==> src/rtl/irpdr_pkg.sv <==
`timescale 1ns / 1ps
// Shared types, constants and helpers for the infrared-to-depth pixel registration block.
// No dependencies; every other file but irpdr_mem refers to this package by scoped names.
package irpdr_pkg;

    localparam int MAX_WIDTH_DEF  = 256;
    localparam int MAX_HEIGHT_DEF = 256;

    localparam int CFG_DW = 64;
    localparam int CFG_IW = 3;

    // Shared divider: signed aligned dividend, signed divisor, magnitude widths
    localparam int DIV_NW = 73;
    localparam int DIV_MW = 72;
    localparam int DIV_DW = 41;
    localparam int DIV_RW = 40;
    localparam int DIV_CW = 7;

    // Shared multiplier
    localparam int MUL_AW = 17;
    localparam int MUL_BW = 64;
    localparam int MUL_PW = 81;

    // Quotient bits worked per division kind
    localparam logic [DIV_CW-1:0] DIV_IT_RAY = DIV_CW'(32);
    localparam logic [DIV_CW-1:0] DIV_IT_PRJ = DIV_CW'(63);
    localparam logic [DIV_CW-1:0] DIV_IT_PNT = DIV_CW'(71);

    localparam logic signed [23:0] MISS_COORD = -24'sd4096;

    typedef enum logic [CFG_IW-1:0] {
        REG_IR_INTR  = 3'd0,
        REG_DP_INTR  = 3'd1,
        REG_ROT0     = 3'd2,
        REG_ROT1     = 3'd3,
        REG_ROT2     = 3'd4,
        REG_TRANS    = 3'd5,
        REG_DWIDTH   = 3'd6,
        REG_DHEIGHT  = 3'd7
    } cfg_reg_t;

    typedef enum logic {
        OP_WRITE = 1'b0,
        OP_QUERY = 1'b1
    } opcode_t;

    typedef struct packed {
        opcode_t     opcode;
        logic [7:0]  depth_col;
        logic [7:0]  depth_row;
        logic [15:0] depth_data;
        logic [11:0] ir_u;
        logic [11:0] ir_v;
    } item_t;

    typedef struct packed {
        logic               hit;
        logic [7:0]         hit_col;
        logic [7:0]         hit_row;
        logic signed [23:0] point_x;
        logic signed [23:0] point_y;
        logic signed [23:0] point_z;
    } result_t;

    typedef struct packed {
        logic [63:0] ir_intr;
        logic [63:0] dp_intr;
        logic [47:0] rot0;
        logic [47:0] rot1;
        logic [47:0] rot2;
        logic [47:0] trans;
        logic [8:0]  dwidth;
        logic [8:0]  dheight;
    } cfg_t;

    typedef struct packed {
        logic                     start;
        logic signed [DIV_NW-1:0] num;
        logic signed [DIV_DW-1:0] den;
        logic [DIV_CW-1:0]        iters;
    } div_req_t;

    typedef struct packed {
        logic                     done;
        logic signed [DIV_NW-1:0] quo;
    } div_rsp_t;

    typedef enum logic [1:0] {
        DV_IDLE = 2'd0,
        DV_RUN  = 2'd1,
        DV_FIN  = 2'd2
    } div_state_t;

    typedef enum logic [4:0] {
        S_IDLE  = 5'd0,
        S_CHK   = 5'd1,
        S_DVX   = 5'd2,
        S_DVY   = 5'd3,
        S_ROT_M = 5'd4,
        S_ROT_A = 5'd5,
        S_ROT_R = 5'd6,
        S_RZC   = 5'd7,
        S_QXM   = 5'd8,
        S_QXD   = 5'd9,
        S_QYM   = 5'd10,
        S_QYD   = 5'd11,
        S_UV    = 5'd12,
        S_BND   = 5'd13,
        S_RD    = 5'd14,
        S_DEP   = 5'd15,
        S_PXM   = 5'd16,
        S_PXD   = 5'd17,
        S_PYM   = 5'd18,
        S_PYD   = 5'd19,
        S_MISS  = 5'd20
    } state_t;

    function automatic logic signed [23:0] sat24(input logic signed [DIV_NW-1:0] v);
        logic signed [23:0] r;
        if (v > 73'sd8388607)
            r = 24'sh7FFFFF;
        else if (v < -73'sd8388608)
            r = 24'sh800000;
        else
            r = v[23:0];
        return r;
    endfunction

endpackage

==> src/rtl/irpdr_div.sv <==
`timescale 1ns / 1ps
// Shared signed divider, restoring, one quotient bit per cycle, truncates toward zero.
// Depends on irpdr_pkg for the request and response types.
module irpdr_div
(
    input  logic                clk,
    input  logic                rst_n,
    input  irpdr_pkg::div_req_t req,
    output irpdr_pkg::div_rsp_t rsp
);

    irpdr_pkg::div_state_t st_reg, st_next;

    logic [irpdr_pkg::DIV_MW-1:0]        num_reg, num_next;
    logic [irpdr_pkg::DIV_RW-1:0]        den_reg, den_next;
    logic [irpdr_pkg::DIV_RW-1:0]        rem_reg, rem_next;
    logic [irpdr_pkg::DIV_MW-1:0]        quo_reg, quo_next;
    logic [irpdr_pkg::DIV_CW-1:0]        cnt_reg, cnt_next;
    logic                                neg_reg, neg_next;
    logic signed [irpdr_pkg::DIV_NW-1:0] q_reg, q_next;
    logic                                done_reg, done_next;

    logic [irpdr_pkg::DIV_NW-1:0] num_abs;
    logic [irpdr_pkg::DIV_DW-1:0] den_abs;
    logic [irpdr_pkg::DIV_RW:0]   rem_t;
    logic [irpdr_pkg::DIV_RW:0]   rem_d;
    logic                         ge;

    assign num_abs = req.num[irpdr_pkg::DIV_NW-1] ? (irpdr_pkg::DIV_NW'(0) - req.num) : req.num;
    assign den_abs = req.den[irpdr_pkg::DIV_DW-1] ? (irpdr_pkg::DIV_DW'(0) - req.den) : req.den;
    assign rem_t   = {rem_reg, num_reg[irpdr_pkg::DIV_MW-1]};
    assign rem_d   = rem_t - {1'b0, den_reg};
    assign ge      = (rem_t >= {1'b0, den_reg});

    always_comb
    begin
        st_next = st_reg;
        case (st_reg)
            irpdr_pkg::DV_IDLE: if (req.start) st_next = irpdr_pkg::DV_RUN;
            irpdr_pkg::DV_RUN:  if (cnt_reg == irpdr_pkg::DIV_CW'(1)) st_next = irpdr_pkg::DV_FIN;
            irpdr_pkg::DV_FIN:  st_next = irpdr_pkg::DV_IDLE;
            default:            st_next = irpdr_pkg::DV_IDLE;
        endcase
    end

    always_comb
    begin
        num_next  = num_reg;
        den_next  = den_reg;
        rem_next  = rem_reg;
        quo_next  = quo_reg;
        cnt_next  = cnt_reg;
        neg_next  = neg_reg;
        q_next    = q_reg;
        done_next = 1'b0;
        case (st_reg)
            irpdr_pkg::DV_IDLE:
            begin
                if (req.start)
                begin
                    num_next = num_abs[irpdr_pkg::DIV_MW-1:0];
                    den_next = den_abs[irpdr_pkg::DIV_RW-1:0];
                    rem_next = '0;
                    quo_next = '0;
                    cnt_next = req.iters;
                    neg_next = req.num[irpdr_pkg::DIV_NW-1] ^ req.den[irpdr_pkg::DIV_DW-1];
                end
            end
            irpdr_pkg::DV_RUN:
            begin
                rem_next = ge ? rem_d[irpdr_pkg::DIV_RW-1:0] : rem_t[irpdr_pkg::DIV_RW-1:0];
                num_next = {num_reg[irpdr_pkg::DIV_MW-2:0], 1'b0};
                quo_next = {quo_reg[irpdr_pkg::DIV_MW-2:0], ge};
                cnt_next = cnt_reg - irpdr_pkg::DIV_CW'(1);
            end
            irpdr_pkg::DV_FIN:
            begin
                // apply the sign to the magnitude quotient
                q_next    = neg_reg ? -$signed({1'b0, quo_reg}) : $signed({1'b0, quo_reg});
                done_next = 1'b1;
            end
            default:
            begin
                done_next = 1'b0;
            end
        endcase
    end

    always_ff @(posedge clk or negedge rst_n)
    begin
        if (!rst_n)
        begin
            st_reg   <= irpdr_pkg::DV_IDLE;
            cnt_reg  <= '0;
            done_reg <= 1'b0;
        end
        else
        begin
            st_reg   <= st_next;
            cnt_reg  <= cnt_next;
            done_reg <= done_next;
        end
    end

    always_ff @(posedge clk)
    begin
        num_reg <= num_next;
        den_reg <= den_next;
        rem_reg <= rem_next;
        quo_reg <= quo_next;
        neg_reg <= neg_next;
        q_reg   <= q_next;
    end

    assign rsp.done = done_reg;
    assign rsp.quo  = q_reg;

endmodule

==> src/rtl/irpdr_mul.sv <==
`timescale 1ns / 1ps
// Shared signed multiplier with a registered product.
// Depends on irpdr_pkg for the operand widths.
module irpdr_mul
(
    input  logic                               clk,
    input  logic signed [irpdr_pkg::MUL_AW-1:0] a,
    input  logic signed [irpdr_pkg::MUL_BW-1:0] b,
    output logic signed [irpdr_pkg::MUL_PW-1:0] p
);

    logic signed [irpdr_pkg::MUL_PW-1:0] p_reg, p_next;

    assign p_next = a * b;

    always_ff @(posedge clk)
    begin
        p_reg <= p_next;
    end

    assign p = p_reg;

endmodule

==> src/rtl/irpdr_core.sv <==
`timescale 1ns / 1ps
// Query sequencer and datapath registers; drives the shared multiplier and divider.
// Depends on irpdr_pkg, irpdr_mul and irpdr_div.
module irpdr_core
#(
    parameter int MAX_WIDTH  = irpdr_pkg::MAX_WIDTH_DEF,
    parameter int MAX_HEIGHT = irpdr_pkg::MAX_HEIGHT_DEF,
    parameter int AW         = $clog2(MAX_WIDTH * MAX_HEIGHT)
)
(
    input  logic                clk,
    input  logic                rst_n,
    input  logic                query,
    input  logic [11:0]         u,
    input  logic [11:0]         v,
    input  irpdr_pkg::cfg_t     cfg,
    input  logic [15:0]         rdata,
    output logic [AW-1:0]       raddr,
    output logic                busy,
    output logic                done,
    output irpdr_pkg::result_t  result
);

    localparam int WL_W = $clog2((MAX_WIDTH > 511 ? MAX_WIDTH : 511) + 1);
    localparam int HL_W = $clog2((MAX_HEIGHT > 511 ? MAX_HEIGHT : 511) + 1);

    irpdr_pkg::state_t state_reg, state_next;

    logic [11:0]        u_reg, u_next, v_reg, v_next;
    logic signed [35:0] d0_reg, d0_next, d1_reg, d1_next, d2_reg, d2_next;
    logic signed [55:0] acc_reg, acc_next;
    logic signed [39:0] rx_reg, rx_next, ry_reg, ry_next, rz_reg, rz_next;
    logic signed [63:0] qx_reg, qx_next, qy_reg, qy_next;
    logic signed [65:0] uq_reg, uq_next, vq_reg, vq_next;
    logic [15:0]        dep_reg, dep_next;
    logic signed [23:0] px_reg, px_next;
    logic [1:0]         ri_reg, ri_next, rj_reg, rj_next;
    logic [AW-1:0]      addr_reg, addr_next;
    logic [7:0]         col_reg, col_next, row_reg, row_next;
    irpdr_pkg::result_t res_reg, res_next;
    logic               done_reg, done_next;

    logic [15:0] fx, fy, cx, cy, fxd, fyd, cxd, cyd;
    logic signed [15:0] tr0, tr1, tr2;
    logic        focal_zero, rz_zero, bnd_hit;

    logic signed [irpdr_pkg::MUL_AW-1:0] mul_a;
    logic signed [irpdr_pkg::MUL_BW-1:0] mul_b;
    logic signed [irpdr_pkg::MUL_PW-1:0] mul_p;
    irpdr_pkg::div_req_t div_req;
    irpdr_pkg::div_rsp_t div_rsp;

    logic [47:0]        rot_row;
    logic signed [15:0] rot_e;
    logic signed [35:0] d_sel;
    logic signed [72:0] diffx, diffy;
    logic signed [55:0] acc_b;
    logic signed [80:0] p_b;
    logic signed [72:0] p_t;
    logic [WL_W-1:0]    dw_ext, wlim, col;
    logic [HL_W-1:0]    dh_ext, hlim, row;
    logic               u_ok, v_ok;

    assign fx  = cfg.ir_intr[15:0];
    assign fy  = cfg.ir_intr[31:16];
    assign cx  = cfg.ir_intr[47:32];
    assign cy  = cfg.ir_intr[63:48];
    assign fxd = cfg.dp_intr[15:0];
    assign fyd = cfg.dp_intr[31:16];
    assign cxd = cfg.dp_intr[47:32];
    assign cyd = cfg.dp_intr[63:48];
    assign tr0 = cfg.trans[15:0];
    assign tr1 = cfg.trans[31:16];
    assign tr2 = cfg.trans[47:32];

    assign focal_zero = (fx == '0) || (fy == '0) || (fxd == '0) || (fyd == '0);
    assign rz_zero    = (rz_reg == '0);

    // Ray numerators; their low 17 bits are aligned to the top of the divider's dividend
    assign diffx = $signed({57'd0, u_reg, 4'd0}) - $signed({57'd0, cx});
    assign diffy = $signed({57'd0, v_reg, 4'd0}) - $signed({57'd0, cy});

    always_comb
    begin
        case (ri_reg)
            2'd0:    rot_row = cfg.rot0;
            2'd1:    rot_row = cfg.rot1;
            default: rot_row = cfg.rot2;
        endcase
    end

    always_comb
    begin
        case (rj_reg)
            2'd0:
            begin
                rot_e = rot_row[15:0];
                d_sel = d0_reg;
            end
            2'd1:
            begin
                rot_e = rot_row[31:16];
                d_sel = d1_reg;
            end
            default:
            begin
                rot_e = rot_row[47:32];
                d_sel = d2_reg;
            end
        endcase
    end

    // Truncate toward zero on the power-of-two scalings
    assign acc_b = acc_reg + (acc_reg[55] ? 56'sd16383 : 56'sd0);
    assign p_b   = mul_p + (mul_p[80] ? 81'sd255 : 81'sd0);
    assign p_t   = p_b[80:8];

    // Bounds on the projected pixel, truncated toward zero
    assign dw_ext = WL_W'(cfg.dwidth);
    assign dh_ext = HL_W'(cfg.dheight);
    assign wlim   = (dw_ext < WL_W'(MAX_WIDTH)) ? dw_ext : WL_W'(MAX_WIDTH);
    assign hlim   = (dh_ext < HL_W'(MAX_HEIGHT)) ? dh_ext : HL_W'(MAX_HEIGHT);
    assign u_ok   = (uq_reg > -66'sd4096)
                  && (uq_reg < $signed({{(54 - WL_W){1'b0}}, wlim, 12'd0}));
    assign v_ok   = (vq_reg > -66'sd4096)
                  && (vq_reg < $signed({{(54 - HL_W){1'b0}}, hlim, 12'd0}));
    assign col    = uq_reg[65] ? '0 : uq_reg[12 +: WL_W];
    assign row    = vq_reg[65] ? '0 : vq_reg[12 +: HL_W];
    assign bnd_hit = u_ok && v_ok;

    irpdr_mul u_mul
    (
        .clk (clk),
        .a   (mul_a),
        .b   (mul_b),
        .p   (mul_p)
    );

    irpdr_div u_div
    (
        .clk   (clk),
        .rst_n (rst_n),
        .req   (div_req),
        .rsp   (div_rsp)
    );

    always_comb
    begin
        state_next = state_reg;
        case (state_reg)
            irpdr_pkg::S_IDLE:  if (query) state_next = irpdr_pkg::S_CHK;
            irpdr_pkg::S_CHK:   state_next = focal_zero ? irpdr_pkg::S_MISS : irpdr_pkg::S_DVX;
            irpdr_pkg::S_DVX:   if (div_rsp.done) state_next = irpdr_pkg::S_DVY;
            irpdr_pkg::S_DVY:   if (div_rsp.done) state_next = irpdr_pkg::S_ROT_M;
            irpdr_pkg::S_ROT_M: state_next = irpdr_pkg::S_ROT_A;
            irpdr_pkg::S_ROT_A:
                state_next = (rj_reg == 2'd2) ? irpdr_pkg::S_ROT_R : irpdr_pkg::S_ROT_M;
            irpdr_pkg::S_ROT_R:
                state_next = (ri_reg == 2'd2) ? irpdr_pkg::S_RZC : irpdr_pkg::S_ROT_M;
            irpdr_pkg::S_RZC:   state_next = rz_zero ? irpdr_pkg::S_MISS : irpdr_pkg::S_QXM;
            irpdr_pkg::S_QXM:   state_next = irpdr_pkg::S_QXD;
            irpdr_pkg::S_QXD:   if (div_rsp.done) state_next = irpdr_pkg::S_QYM;
            irpdr_pkg::S_QYM:   state_next = irpdr_pkg::S_QYD;
            irpdr_pkg::S_QYD:   if (div_rsp.done) state_next = irpdr_pkg::S_UV;
            irpdr_pkg::S_UV:    state_next = irpdr_pkg::S_BND;
            irpdr_pkg::S_BND:   state_next = bnd_hit ? irpdr_pkg::S_RD : irpdr_pkg::S_MISS;
            irpdr_pkg::S_RD:    state_next = irpdr_pkg::S_DEP;
            irpdr_pkg::S_DEP:   state_next = irpdr_pkg::S_PXM;
            irpdr_pkg::S_PXM:   state_next = irpdr_pkg::S_PXD;
            irpdr_pkg::S_PXD:   if (div_rsp.done) state_next = irpdr_pkg::S_PYM;
            irpdr_pkg::S_PYM:   state_next = irpdr_pkg::S_PYD;
            irpdr_pkg::S_PYD:   if (div_rsp.done) state_next = irpdr_pkg::S_IDLE;
            irpdr_pkg::S_MISS:  state_next = irpdr_pkg::S_IDLE;
            default:            state_next = irpdr_pkg::S_IDLE;
        endcase
    end

    always_comb
    begin
        u_next    = u_reg;
        v_next    = v_reg;
        d0_next   = d0_reg;
        d1_next   = d1_reg;
        d2_next   = d2_reg;
        acc_next  = acc_reg;
        rx_next   = rx_reg;
        ry_next   = ry_reg;
        rz_next   = rz_reg;
        qx_next   = qx_reg;
        qy_next   = qy_reg;
        uq_next   = uq_reg;
        vq_next   = vq_reg;
        dep_next  = dep_reg;
        px_next   = px_reg;
        ri_next   = ri_reg;
        rj_next   = rj_reg;
        addr_next = addr_reg;
        col_next  = col_reg;
        row_next  = row_reg;
        res_next  = res_reg;
        done_next = 1'b0;
        mul_a     = '0;
        mul_b     = '0;
        div_req   = '0;
        case (state_reg)
            irpdr_pkg::S_IDLE:
            begin
                if (query)
                begin
                    u_next = u;
                    v_next = v;
                end
            end
            irpdr_pkg::S_CHK:
            begin
                div_req.start = !focal_zero;
                div_req.num   = {diffx[16:0], 56'd0};
                div_req.den   = $signed({25'd0, fx});
                div_req.iters = irpdr_pkg::DIV_IT_RAY;
            end
            irpdr_pkg::S_DVX:
            begin
                if (div_rsp.done)
                begin
                    d0_next       = $signed(div_rsp.quo[35:0])
                                  - $signed({{16{tr0[15]}}, tr0, 4'd0});
                    div_req.start = 1'b1;
                    div_req.num   = {diffy[16:0], 56'd0};
                    div_req.den   = $signed({25'd0, fy});
                    div_req.iters = irpdr_pkg::DIV_IT_RAY;
                end
            end
            irpdr_pkg::S_DVY:
            begin
                if (div_rsp.done)
                begin
                    d1_next  = $signed(div_rsp.quo[35:0])
                             - $signed({{16{tr1[15]}}, tr1, 4'd0});
                    d2_next  = 36'sd65536 - $signed({{16{tr2[15]}}, tr2, 4'd0});
                    acc_next = '0;
                    ri_next  = 2'd0;
                    rj_next  = 2'd0;
                end
            end
            irpdr_pkg::S_ROT_M:
            begin
                mul_a = {rot_e[15], rot_e};
                mul_b = {{28{d_sel[35]}}, d_sel};
            end
            irpdr_pkg::S_ROT_A:
            begin
                acc_next = acc_reg + mul_p[55:0];
                rj_next  = (rj_reg == 2'd2) ? 2'd0 : rj_reg + 2'd1;
            end
            irpdr_pkg::S_ROT_R:
            begin
                case (ri_reg)
                    2'd0:    rx_next = acc_b[53:14];
                    2'd1:    ry_next = acc_b[53:14];
                    default: rz_next = acc_b[53:14];
                endcase
                acc_next = '0;
                ri_next  = ri_reg + 2'd1;
            end
            irpdr_pkg::S_RZC:
            begin
                mul_a = $signed({1'b0, fxd});
                mul_b = {{24{rx_reg[39]}}, rx_reg};
            end
            irpdr_pkg::S_QXM:
            begin
                div_req.start = 1'b1;
                div_req.num   = {mul_p[55:0], 17'd0};
                div_req.den   = {rz_reg[39], rz_reg};
                div_req.iters = irpdr_pkg::DIV_IT_PRJ;
            end
            irpdr_pkg::S_QXD:
            begin
                mul_a = $signed({1'b0, fyd});
                mul_b = {{24{ry_reg[39]}}, ry_reg};
                if (div_rsp.done)
                    qx_next = div_rsp.quo[63:0];
            end
            irpdr_pkg::S_QYM:
            begin
                div_req.start = 1'b1;
                div_req.num   = {mul_p[55:0], 17'd0};
                div_req.den   = {rz_reg[39], rz_reg};
                div_req.iters = irpdr_pkg::DIV_IT_PRJ;
            end
            irpdr_pkg::S_QYD:
            begin
                if (div_rsp.done)
                    qy_next = div_rsp.quo[63:0];
            end
            irpdr_pkg::S_UV:
            begin
                uq_next = {{2{qx_reg[63]}}, qx_reg} + $signed({42'd0, cxd, 8'd0});
                vq_next = {{2{qy_reg[63]}}, qy_reg} + $signed({42'd0, cyd, 8'd0});
            end
            irpdr_pkg::S_BND:
            begin
                addr_next = AW'(row) * AW'(MAX_WIDTH) + AW'(col);
                col_next  = col[7:0];
                row_next  = row[7:0];
            end
            irpdr_pkg::S_DEP:
            begin
                dep_next = rdata;
                mul_a    = $signed({1'b0, rdata});
                mul_b    = qx_reg;
            end
            irpdr_pkg::S_PXM:
            begin
                div_req.start = 1'b1;
                div_req.num   = {p_t[71:0], 1'b0};
                div_req.den   = $signed({25'd0, fxd});
                div_req.iters = irpdr_pkg::DIV_IT_PNT;
            end
            irpdr_pkg::S_PXD:
            begin
                mul_a = $signed({1'b0, dep_reg});
                mul_b = qy_reg;
                if (div_rsp.done)
                    px_next = irpdr_pkg::sat24(div_rsp.quo);
            end
            irpdr_pkg::S_PYM:
            begin
                div_req.start = 1'b1;
                div_req.num   = {p_t[71:0], 1'b0};
                div_req.den   = $signed({25'd0, fyd});
                div_req.iters = irpdr_pkg::DIV_IT_PNT;
            end
            irpdr_pkg::S_PYD:
            begin
                if (div_rsp.done)
                begin
                    res_next.hit     = 1'b1;
                    res_next.hit_col = col_reg;
                    res_next.hit_row = row_reg;
                    res_next.point_x = px_reg;
                    res_next.point_y = irpdr_pkg::sat24(div_rsp.quo);
                    res_next.point_z = $signed({8'd0, dep_reg});
                    done_next        = 1'b1;
                end
            end
            irpdr_pkg::S_MISS:
            begin
                res_next.hit     = 1'b0;
                res_next.hit_col = '0;
                res_next.hit_row = '0;
                res_next.point_x = irpdr_pkg::MISS_COORD;
                res_next.point_y = irpdr_pkg::MISS_COORD;
                res_next.point_z = irpdr_pkg::MISS_COORD;
                done_next        = 1'b1;
            end
            default:
            begin
                done_next = 1'b0;
            end
        endcase
    end

    always_ff @(posedge clk or negedge rst_n)
    begin
        if (!rst_n)
        begin
            state_reg <= irpdr_pkg::S_IDLE;
            ri_reg    <= '0;
            rj_reg    <= '0;
            done_reg  <= 1'b0;
        end
        else
        begin
            state_reg <= state_next;
            ri_reg    <= ri_next;
            rj_reg    <= rj_next;
            done_reg  <= done_next;
        end
    end

    always_ff @(posedge clk)
    begin
        u_reg    <= u_next;
        v_reg    <= v_next;
        d0_reg   <= d0_next;
        d1_reg   <= d1_next;
        d2_reg   <= d2_next;
        acc_reg  <= acc_next;
        rx_reg   <= rx_next;
        ry_reg   <= ry_next;
        rz_reg   <= rz_next;
        qx_reg   <= qx_next;
        qy_reg   <= qy_next;
        uq_reg   <= uq_next;
        vq_reg   <= vq_next;
        dep_reg  <= dep_next;
        px_reg   <= px_next;
        addr_reg <= addr_next;
        col_reg  <= col_next;
        row_reg  <= row_next;
        res_reg  <= res_next;
    end

    assign raddr  = addr_reg;
    assign busy   = (state_reg != irpdr_pkg::S_IDLE);
    assign done   = done_reg;
    assign result = res_reg;

endmodule

==> config.mk <==
export PLATFORM = sky130hd
export DESIGN_NAME = irpdr_core
export DESIGN_NICKNAME = d
export VERILOG_FILES = /design/src/rtl/irpdr_pkg.sv /design/src/rtl/irpdr_div.sv /design/src/rtl/irpdr_mul.sv /design/src/rtl/irpdr_core.sv
export SDC_FILE = /design/constraint.sdc
export NUM_CORES = 2
export LEC_CHECK = 0
export ABC_AREA = 1
export ABC_CLOCK_PERIOD_IN_PS = 10080
export BUFFER_PORTS_ARGS = -buffer_cell sky130_fd_sc_hd__buf_2
export CAP_MARGIN = 15
export CORE_UTILIZATION = 35
export DETAILED_ROUTE_END_ITERATION = 10
export GPL_TIMING_DRIVEN = 0
export PLACE_DENSITY = 0.49
export SYNTH_ARGS = -nofsm -noshare
export SYNTH_HDL_FRONTEND = slang
export SYNTH_SLANG_ARGS = --single-unit
==> constraint.sdc <==
create_clock -name clk -period 10.08 [get_ports clk]
set_input_delay 1.512 -clock clk [delete_from_list [all_inputs] [get_ports clk]]
set_output_delay 1.512 -clock clk [all_outputs]
set_load 0.1 [all_outputs]
After elaboration in Yosys (flattened, before gate mapping):

Cells that the tools add are included.
W data, S select, Z words.

* register bits: 1127
* input bits: 381
* output and inout bits: 107
* logic and storage cells: 200

* add/subtract/negate cells: 18
* multipliers: 1
* $lt $le $gt $ge: 9
* equal/unequal tests: 36
* muxes and demuxes: 54
* bitwise logic cells: 2
* reduce and logical (&&, ||, !) cells: 41

Operator list (count)
* $pmux W122 S5: 1
* $pmux W64 S5: 1
* $mux W72: 4
* $pmux W72 S2: 2
* $pmux W89 S2: 1
* $pmux W56 S3: 1
* $add A64 B25 Y65: 2
* $mux W122: 1
* $mux W40: 3
* $pmux W5 S20: 1
* $pmux W48 S2: 1
* $mux W89: 1
* $pmux W17 S5: 1
* $mul A17 B64 Y81: 1
* $add A80 B9 Y80: 1
* $pmux W40 S2: 1
* $gt A73 B24 Y1 const B: 1
* $lt A73 B24 Y1 const B: 1
* $neg A72 Y73: 1
* $pmux W36 S2: 1
* $sub A1 B72 Y72 const A: 1
* $sub A36 B20 Y36: 2
* $gt A66 B13 Y1 const B: 1
* $lt A66 B22 Y1: 1
* other kinds (51): 129

Depth between registers and ports, before layout:

* depth after elaboration: 10
* depth in mapped cells: 46
* mapped depth without buffers: 44

Hierarchy:

Synthesis repeated with hierarchy kept, for this count alone.

* cells, all modules: 14732
* area, all modules: 111364.3 sq um

Modules (own cells, without submodules)
* irpdr_core: times used 1, cells each 6246, area an instance 49208.4 sq um, seq. area each 21060.2 sq um
* irpdr_mul: times used 1, cells each 5665, area an instance 41249.6 sq um, seq. area each 1621.6 sq um
* irpdr_div: times used 1, cells each 2821, area an instance 20906.3 sq um, seq. area each 9198.8 sq um

Worst setup path after synthesis:

No wires, ideal clock.

* kind: input -> register
* start point: input port cfg[161] (netlist bit)
* end point: register u_mul.p_reg (netlist bit u_mul.p[80])
* arrival: 7.985 ns
* data required time: 10.022 ns
* path slack: 2.037 ns
* stages on the path: 31
* path buffers: 2
* cell sequence: a221oi_1 > a22oi_1 > and3_1 > inv_1 > clkbuf_1 > clkbuf_1 > nor2_1 > fa_1 > fa_1 > fa_1 > fa_1 > fa_1 > inv_1 > fa_1 > inv_1 > ha_1 > nand2_1 > nor2_1 > inv_1 > nor2_1 > inv_1 > nor4_1 > a21oi_1 > inv_1 > a21oi_1 > o21ai_0 > nand2_1 > o211ai_1 > nand2_1 > a21o_1 > nand2_1

* longest elaborated chain between the ends: 4

Ends and longest elaborated chain
* from (decl): RTL line irpdr_core.sv:16 `input irpdr_pkg::cfg_t cfg,`
* $pmux W48 S2: RTL line irpdr_core.sv:85 `case (ri_reg)`
* $pmux W16 S2: RTL line irpdr_core.sv:94 `case (rj_reg)`
* $pmux W17 S5: RTL line irpdr_core.sv:205 `case (state_reg)`
* $mul A17 B64 Y81: RTL line irpdr_mul.sv:14 `assign p_next = a * b;`
* named net u_mul.p_next, one bit: RTL line irpdr_mul.sv:12 `logic signed [irpdr_pkg::MUL_PW-1:0] p_reg, p_next;`
* to (signal assigned): RTL line irpdr_mul.sv:18 `p_reg <= p_next;`
* to (decl): RTL line irpdr_mul.sv:12

The timed path passes the listed nets, and every way through them passes these cells.
A chain may end at the register's enable or synchronous reset.

Worst setup path after layout:

* start point: register ri_reg[0]
* end point: register u_mul.p_reg (netlist bit u_mul.p[65])

* longest elaborated chain between the ends: 5
* elaborated cells between the ends (all ways): 6

Ends and longest elaborated chain
* from (decl): RTL line irpdr_core.sv:37 `logic [1:0] ri_reg, ri_next, rj_reg, rj_next;`
* from (signal assigned): RTL line irpdr_core.sv:376 `ri_reg <= ri_next;`
* $eq A2 B1 Y1 / $logic_not A2 Y1 (equally long branches): RTL line irpdr_core.sv:85
* $pmux W48 S2 (*): RTL line irpdr_core.sv:85
* $pmux W16 S2 (*): RTL line irpdr_core.sv:94
* $pmux W17 S5 (*): RTL line irpdr_core.sv:205
* $mul A17 B64 Y81 (*): RTL line irpdr_mul.sv:14
* named net u_mul.p_next, one bit: RTL line irpdr_mul.sv:12

The timed path passes the listed nets; every way through them passes the cells marked *.

==> reports/qor.yml <==
crit_fanout: 10
drv_cap: 0
power_density_nw_per_um2: 193
cpLargestDelayFamily: "adder cells"
grt_pass1_vias: 89300
ys_warn_count: 0
cts_buffers: 139
power.leakage_nw: 57.1
vias: 90700
die_w_um: 544
relSlewSlack_pct: 14.3
synth_most_common_cell: "nand2_1"
placed_area_sq_um: 112000
synth-seq-cells: 1091
rows: 198
drc_errors: 0
cts-root-buf: "clkbuf_16"
fin_area_sq_um: 117000
final_core_util_pct: 40.1
gp_congestion: 0.977
core-area_sq_um: 292000
io_buffers: 487
wire_per_inst_um: 25.9
cp.arrival_ps: 10720
cts_buffer_depth: 4
syn-num-nets: 14400
criticalPathCategory: "reg -> reg"
tightest_slew_ps: 1290
avgSynthCellArea_sq_um: 8.16
first_pass_iters: 8
start_util_pct: 35.3
synthTopCellsByArea: "edfxtp_1 (29%), fa_1 (20%), nand2_1 (10%)"
largest_reg_flops: 82
slowest_delay_ps: 650
vias_per_cell: 5.23
synth_ff_type: "edfxtp_1"
crit_required_ps: 10790
endpoint_kind: "flop"
totalWireLength_mm: 448
dpl.cell_count: 17100
cpMaxStageDelayCell: "fa_1"
path_buf_inv: 9
ys_async_sr_fraction_pct: 1.83
die_h_um: 544
startpoint_type: "flop"
cts_sinks: 1091
clk_latency_ps: 850
rsz0062_at_grt: "yes"
hold_viol: 0
antenna_left: 0
stdcell_count: 17300
cts_tree: "yes"
status: "completed"
crit_top_cell: "fa_1"
synthTopCellsByCount: "nand2_1 (2755), inv_1 (2719), nor2_1 (1204)"
hpwl_mm: 371
post-place-ws_ps: -1680
ios: 488
period_share_pct: 99.3
synth_cell_type_count: 76
yosysSeqAreaShare_pct: 31.0
holdWs_ps: 448
yosysTopAreaCell: "edfxtp_1"
fmax_mhz: 99.9
hold_class: "reg -> reg"
gr-usage-all-layers_pct: 30.1
max-vdd-ir-drop_uv: 241
skew_ps: 109
cts.htree.levels: 4
synth_top_cell_area_share_pct: 28.9
synth_area_sq_um: 103000
die_area_sq_um: 296000
finalSetupViolCount: 0
power_mw: 22.5
clkTransAtPathRegs_ps: 60
finalNetCount: 15100
drtIter0Drc: 9375
grt_max_degree: 115
postSynthCellCount: 12600
overflow: 0
grt_pass1_wl_mm: 638
grt_antenna_before_repair: 43
drive_gt1_share_pct: 8.72
synth_edf_count: 990
fin_crit_ps: 10010
synthToLayoutAreaGrowth_pct: 13.5
final_max_slew_viol_count: 0
fin_tns_setup_ps: 0
r2r_setup_slack_ps: 70
fin_ws_ps: 71.6
-- kinds of logic (layout without fill, tap and decap cells) --
| family | after synthesis | count (layout) | synth area share, % |
|---|---|---|---|
| AND/OR/NAND/NOR | 5003 | 5003 | 20.1 |
| buffers and inverters | 3098 | 3906 | 11.4 |
| AO/OA/AOI/OAI | 1497 | 1497 | 8.54 |
| adder cells (fa/ha/maj) | 1448 | 1448 | 25.0 |
| flip-flops | 1091 | 1091 | 31.0 |
| XOR/XNOR | 468 | 468 | 3.98 |
| multiplexers | 1 | 1 | 0.0109 |
| other | 0 | 12 | 0 |
-- path summary, 6_finish.rpt --
kind / startpoint / end / depth (start not counted)
min in group asynchronous: rst_n / ri_reg[1] / 1
setup reg to reg: ri_reg[0] / u_mul.p[65] / 31
setup / recovery: ri_reg[0] / u_mul.p[65] / 31
hold / removal: qx_reg[3] / uq_reg[3] / 0
hold reg to reg: qx_reg[3] / uq_reg[3] / 0
max in group asynchronous: rst_n / u_div.st_reg[1] / 1
-- layout make-up --
cell class	instances	area (sq um)
antenna	12	30.0
timing repair buffer	578	3750
buffer	338	1730
clock buffer	171	3650
sequential	1091	31900
inverter	2752	10400
clock inverter	67	651
multi-input combinational	8417	59900
fill	30600	175000
tap	3900	4880
-- repair_timing --
item	4_1_cts	5_1_grt
buffers inserted	0	5
hold endpoints to repair	0	0
gates resized for setup	156	212
hold buffers	0	0
endpoints found under the setup margin	67	42
pin swaps	1	8
-- per-layer routing --
metal / vias to the layer above / track usage [%] / wire length [um]
met5: - / 0 / 103
met4: 16 / 12.3 / 21000
met3: 720 / 5.51 / 40100
met2: 3889 / 45.8 / 193000
met1: 44700 / 42.0 / 194000
li1: 41300 / - / -
-- power by group --
group	leakage, nW	internal, mW	total, mW	switching (mW)
Sequential	10.1	6.01	6.60	0.593
Combinational	45.0	2.97	11.0	8.06
Clock	2.09	2.82	4.91	2.09
-- cells in the final DEF (no fill, tap or decap), types with 57 or more instances in the layout --
master,Yosys,routed
clkbuf_2,0,76
xor2_1,340,340
a21oi_1,569,565
xnor2_1,128,128
nor2_1,1204,1191
nand4_1,176,176
edfxtp_1,990,990
fa_1,1007,1005
o21ai_0,386,379
a221oi_1,68,57
a31oi_1,92,91
nor3_1,160,155
clkbuf_16,0,140
clkbuf_1,227,153
nand3_1,475,472
nor4_1,103,101
dfxtp_1,81,81
ha_1,441,440
nand2_1,2755,2742
buf_2,44,536
inv_1,2719,2719
Note: power is estimated with default switching activity, not from simulation.
